## src/sv/word_alu_fifteen_ops_unit_assert.svh

```systemverilog
// Assertion macros for the word ALU pipeline.
// Used by word_alu_fifteen_ops_unit; expects aclk and aresetn in scope.
`ifndef WORD_ALU_FIFTEEN_OPS_UNIT_ASSERT_SVH
`define WORD_ALU_FIFTEEN_OPS_UNIT_ASSERT_SVH

// Same-cycle implication, checked out of reset
`define WAFO_ASSERT_NOW(name, pre, post, msg) \
    name: assert property (@(posedge aclk) disable iff (!aresetn) (pre) |-> (post)) \
        else $error(msg);

// Next-cycle implication, checked out of reset
`define WAFO_ASSERT_NEXT(name, pre, post, msg) \
    name: assert property (@(posedge aclk) disable iff (!aresetn) (pre) |=> (post)) \
        else $error(msg);

`endif

```

## src/sv/wafo_pkg.sv

```systemverilog
// Shared types and codes for the word ALU pipeline.
// No dependencies; imported by every module of the block.
package wafo_pkg;

    localparam int DATA_W    = 64;
    localparam int HALF_W    = DATA_W / 2;
    localparam int MAX_WIDTH = 64;
    localparam int WS_W      = 7;
    localparam int SH_W      = 7;
    localparam int OP_W      = 4;
    localparam int CMP_W     = 3;

    // Operation codes
    localparam logic [OP_W-1:0] OP_AND   = 4'd0;
    localparam logic [OP_W-1:0] OP_NAND  = 4'd1;
    localparam logic [OP_W-1:0] OP_OR    = 4'd2;
    localparam logic [OP_W-1:0] OP_NOR   = 4'd3;
    localparam logic [OP_W-1:0] OP_XOR   = 4'd4;
    localparam logic [OP_W-1:0] OP_XNOR  = 4'd5;
    localparam logic [OP_W-1:0] OP_SUB   = 4'd6;
    localparam logic [OP_W-1:0] OP_ADD   = 4'd7;
    localparam logic [OP_W-1:0] OP_MUL   = 4'd8;
    localparam logic [OP_W-1:0] OP_NOT   = 4'd9;
    localparam logic [OP_W-1:0] OP_SHL   = 4'd10;
    localparam logic [OP_W-1:0] OP_SHR   = 4'd11;
    localparam logic [OP_W-1:0] OP_MUX   = 4'd12;
    localparam logic [OP_W-1:0] OP_CMP   = 4'd13;
    localparam logic [OP_W-1:0] OP_CONST = 4'd14;

    // Compare modes, unsigned
    localparam logic [CMP_W-1:0] CMP_EQ = 3'd0;
    localparam logic [CMP_W-1:0] CMP_LT = 3'd1;
    localparam logic [CMP_W-1:0] CMP_GT = 3'd2;
    localparam logic [CMP_W-1:0] CMP_GE = 3'd3;
    localparam logic [CMP_W-1:0] CMP_LE = 3'd4;
    localparam logic [CMP_W-1:0] CMP_NE = 3'd5;

    typedef struct packed {
        logic [OP_W-1:0]   req_type;
        logic [WS_W-1:0]   word_size;
        logic [DATA_W-1:0] operand_a;
        logic [DATA_W-1:0] operand_b;
        logic [DATA_W-1:0] operand_c;
        logic [SH_W-1:0]   shift_dist;
        logic [CMP_W-1:0]  compare_mode;
        logic [DATA_W-1:0] immediate;
    } req_t;

    typedef struct packed {
        logic [DATA_W-1:0] result;
        logic              bad_request;
    } rsp_t;

    // Between the execute and finish stages
    typedef struct packed {
        logic [DATA_W-1:0] value;
        logic [DATA_W-1:0] mask;
        logic              bad;
        logic              is_mul;
        logic [DATA_W-1:0] pp_ll;
        logic [HALF_W-1:0] pp_lh;
        logic [HALF_W-1:0] pp_hl;
    } mid_t;

endpackage

```

## src/sv/wafo_finish.sv

```systemverilog
// Finish stage: sums the multiply partial products, selects and masks the result.
// Depends on wafo_pkg.
module wafo_finish import wafo_pkg::*; (
    input  mid_t mid,
    output rsp_t rsp
);

    logic [HALF_W-1:0] cross_sum;
    logic [DATA_W-1:0] product;
    logic [DATA_W-1:0] value;

    // Cross terms land in the upper half only
    assign cross_sum = mid.pp_lh + mid.pp_hl;
    assign product   = mid.pp_ll + {cross_sum, {HALF_W{1'b0}}};
    assign value     = mid.is_mul ? product : mid.value;

    assign rsp.result      = value & mid.mask;
    assign rsp.bad_request = mid.bad;

endmodule

```

## config.mk

```make
export PLATFORM = sky130hd
export DESIGN_NAME = wafo_finish
export DESIGN_NICKNAME = d
export VERILOG_FILES = /design/src/sv/word_alu_fifteen_ops_unit_assert.svh /design/src/sv/wafo_pkg.sv /design/src/sv/wafo_finish.sv
export SDC_FILE = /design/constraint.sdc
export NUM_CORES = 1
export LEC_CHECK = 0
export ABC_AREA = 0
export BUFFER_PORTS_ARGS = -buffer_cell sky130_fd_sc_hd__buf_4
export CAP_MARGIN = 20
export CORE_AREA = 5 5 124 126
export DETAILED_ROUTE_END_ITERATION = 8
export DIE_AREA = 0 0 129 131
export PLACE_DENSITY = 0.65
export SLEW_MARGIN = 15
export SYNTH_ARGS = -nofsm -noshare
export SYNTH_HDL_FRONTEND = slang
export SYNTH_SLANG_ARGS = --single-unit
```

## constraint.sdc

```tcl
create_clock -name vclk -period 7.2
set_clock_uncertainty 0.1 [all_clocks]
set_input_delay 1.44 -clock vclk [all_inputs]
set_output_delay 1.44 -clock vclk [all_outputs]
set_load 0.03 [all_outputs]
```

==> key figures <==
Logic synthesis
  – Post-synthesis simple-gate area fraction: 0.2692
  – Cell Area, Synth: 0.004499 mm²
  – Synth top area share: 0.1863
  – Warnings, synthesis: 0
  – Fraction of the mapped netlist area in adder cells: 0.1952
  – Post-Syn Area per Cell: 7.097 µm²
  – Synth Area in XOR/XNOR: 0.09149
  – Largest family of logic cells by synthesized area: compound AO/OA/AOI/OAI gates
  – Post-synthesis mux area share: 0.1071
  – Synth area leaders: ha_1, mux2i_1, nor2b_1
  – Post-synthesis cell type count: 67
  – Sequential-to-total area share from yosys stat: 0
  – Post-Syn Instances: 634
  – Mapped Nets: 961
  – Synth Area in Compound Gates: 0.2984
  – Synth area leader: ha_1

Worst hold path
  – Hold_sp: mid[129]
  – Hold path depth: 0
  – HP Class: input pin to output pin

Global route
  – Vias in the first global route: 5624
  – Initial antenna violation count: 1
  – Gr usage total: 0.2202
  – Global-route wire length before repair: 29.88 mm
  – Total gr overflow: 0
  – Largest net degree at the start of global routing: 41

Floorplanning
  – Die Wd: 129 µm
  – Initial Utilization: 0.3168
  – Num rows: 44
  – DIE HEIGHT: 131 µm
  – Core area: 0.01420 mm²
  – Die area: 0.01690 mm²
  – Boundary pin count: 323

Layout
  – Design area: 0.007381 mm²
  – Area delta synth->final: 64.04%
  – Fraction of layout cells with a size suffix above 1: 0.4037
  – Clock buffer cells: 0
  – Multi-input logic area: 0.004456 mm²
  – Sequential cells: 0
  – Filler Cells Inserted: 1453
  – Register Area: 0 µm²
  – Final nets: 1290
  – Antenna fix cells: 0
  – Post-layout util: 0.5196

Place
  – Port Buffer Count: 321
  – Placer Congestion: 0.9438
  – Placed inst area: 0.007224 mm²
  – Dpl hpwl: 18.08 mm

Worst setup path
  – Startpoint class of the critical path: input pin
  – Crit path DAT: 5.44 ns
  – CP Class: input pin to output pin
  – Critical path data required time: 5.66 ns
  – CP endpoint kind: output pin
  – Worst setup startpoint: mid[0]
  – Worst Path Max Fanout: 3

Routing
  – DR pass1 iterations: 5
  – DRC violations left: 0
  – DR vias: 5857
  – Vias/cell: 5.115
  – Iter 0 DRT Violations: 260
  – Wire per inst: 17.90 µm
  – Final WL: 20.49 mm
  – Post-route ant nets: 0

STA
  – Slew margin rel.: 0.6114
  – Slew Limit Fails: 0
  – Clock period minus worst slack: 6.983 ns
  – Final Cycle Share: 0.9699
  – Final Hold Viols: 0
  – Setup violators final: 0
  – Fmax achieved: 0.1432 GHz
  – Worst slew pin tran: 0.5829 ns

Power and ir drop
  – Total Power: 1014 µW
  – Power per cell area: 137.4 mW/mm²
  – Leakage: 0.003745 µW
  – Maximum vdd drop: 0.05894 mV

Flow run
  – Number of max-cap violations: 0

Status
  – Status: complete, no violations
-- logic make-up (layout without fill, tap and decap cells) --
kind of cell               count (synthesis)  count (layout)
AOI/OAI and AO/OA                        196             196
and+or+nand+nor                          231             231
buffers and inverters                     43             370
adders and majority gates                 69              69
xor gates and xnor gates                  47              47
muxes                                     48              48
-- critical path: stages --
cell	delay (ns)
buf_4	0.11
ha_2	0.19
inv_2	0.06
fa_2	0.21
nor2b_2	0.05
o31a_1	0.35
o2111a_1	0.28
o21ai_2	0.21
a21oi_1	0.09
nand2b_1	0.15
a21oi_2	0.13
xnor2_1	0.14
ha_1	0.27
a21o_1	0.19
a21o_1	0.18
a221oi_2	0.27
o21ai_2	0.12
o41ai_4	0.27
buf_4	0.19
xor2_1	0.15
nand2_1	0.07
o211a_1	0.15
buf_4	0.16
-- repair_timing --
item,in CTS,in global routing
pin swaps,0,21
hold buffers,0,0
buffers inserted,0,3
gates resized for setup,1,30
endpoints found under the setup margin,1,11
-- area by class of cell --
cell class	instances	area share
multi-input combinational	591	0.6037
timing repair buffer	347	0.3534
tap	184	0.03119
inverter	23	0.01170
-- per-layer routing --
metal  share of wire  global-route usage  vias to the layer above  routed length [µm]
met5         0.00063                   0                        -                  13
met4           0.016             0.03150                        2                 338
met3           0.080             0.04512                       22                1648
met2            0.48              0.3784                      210                9788
met1            0.42              0.2914                     2610                8701
li1                -                   -                     3013                   -
-- power breakdown --
part           internal, µW  switching, µW
logic                   465            549
registers                 0              0
clock network             0              0
-- cell usage after synthesis, drive strengths merged (3+ instances only) --
cell type / n
a211o: 3
a211oi: 8
a21boi: 4
a21o: 24
a21oi: 59
a311oi: 4
a31oi: 6
and3: 7
buf: 8
clkbuf: 12
ha: 67
inv: 22
mux2i: 47
nand2: 48
nand2b: 5
nand3: 34
nand3b: 5
nand4: 11
nor2: 39
nor2b: 52
nor3: 9
o211a: 4
o211ai: 10
o21a: 13
o21ai: 36
o21bai: 6
o221ai: 3
o31ai: 3
or2: 3
or3: 7
xnor2: 31
xor2: 16
-- per-stage QoR --
step                setup slack (ns)  hold slack (ns)  instances  setup TNS [ns]
global placement             0.03466            2.780       1142               0
CTS                         0.005834            2.780       1142               0
global route                -0.02318            2.780       1145        -0.02318
floorplan                     0.2620            2.912        634               0
finish                        0.2165            2.780       1145               0
detailed placement          -0.06315            2.780       1142        -0.06315
-- worst paths after layout --
kind | slack [ns] | to
max | 0.22 | rsp[60]
min | 2.78 | rsp[0]
-- placed cells by master (no fill, tap or decap), types with 6 or more instances in the layout --
cell	synthesis	routed
buf_4	1	346
ha_1	67	64
a21oi_1	58	53
nor2b_1	52	51
nand2_1	48	48
mux2i_1	47	47
nor2_1	39	38
nand3_1	34	33
xnor2_1	31	31
o21ai_0	27	25
a21o_1	24	24
inv_1	22	21
xor2_1	16	16
o21a_1	13	13
nand4_1	11	11
o211ai_1	10	10
nor3_1	9	9
and3_1	7	7
or3_1	6	6
a21oi_2	1	6
o21ai_1	7	6
(Power assumes the default switching activity.)
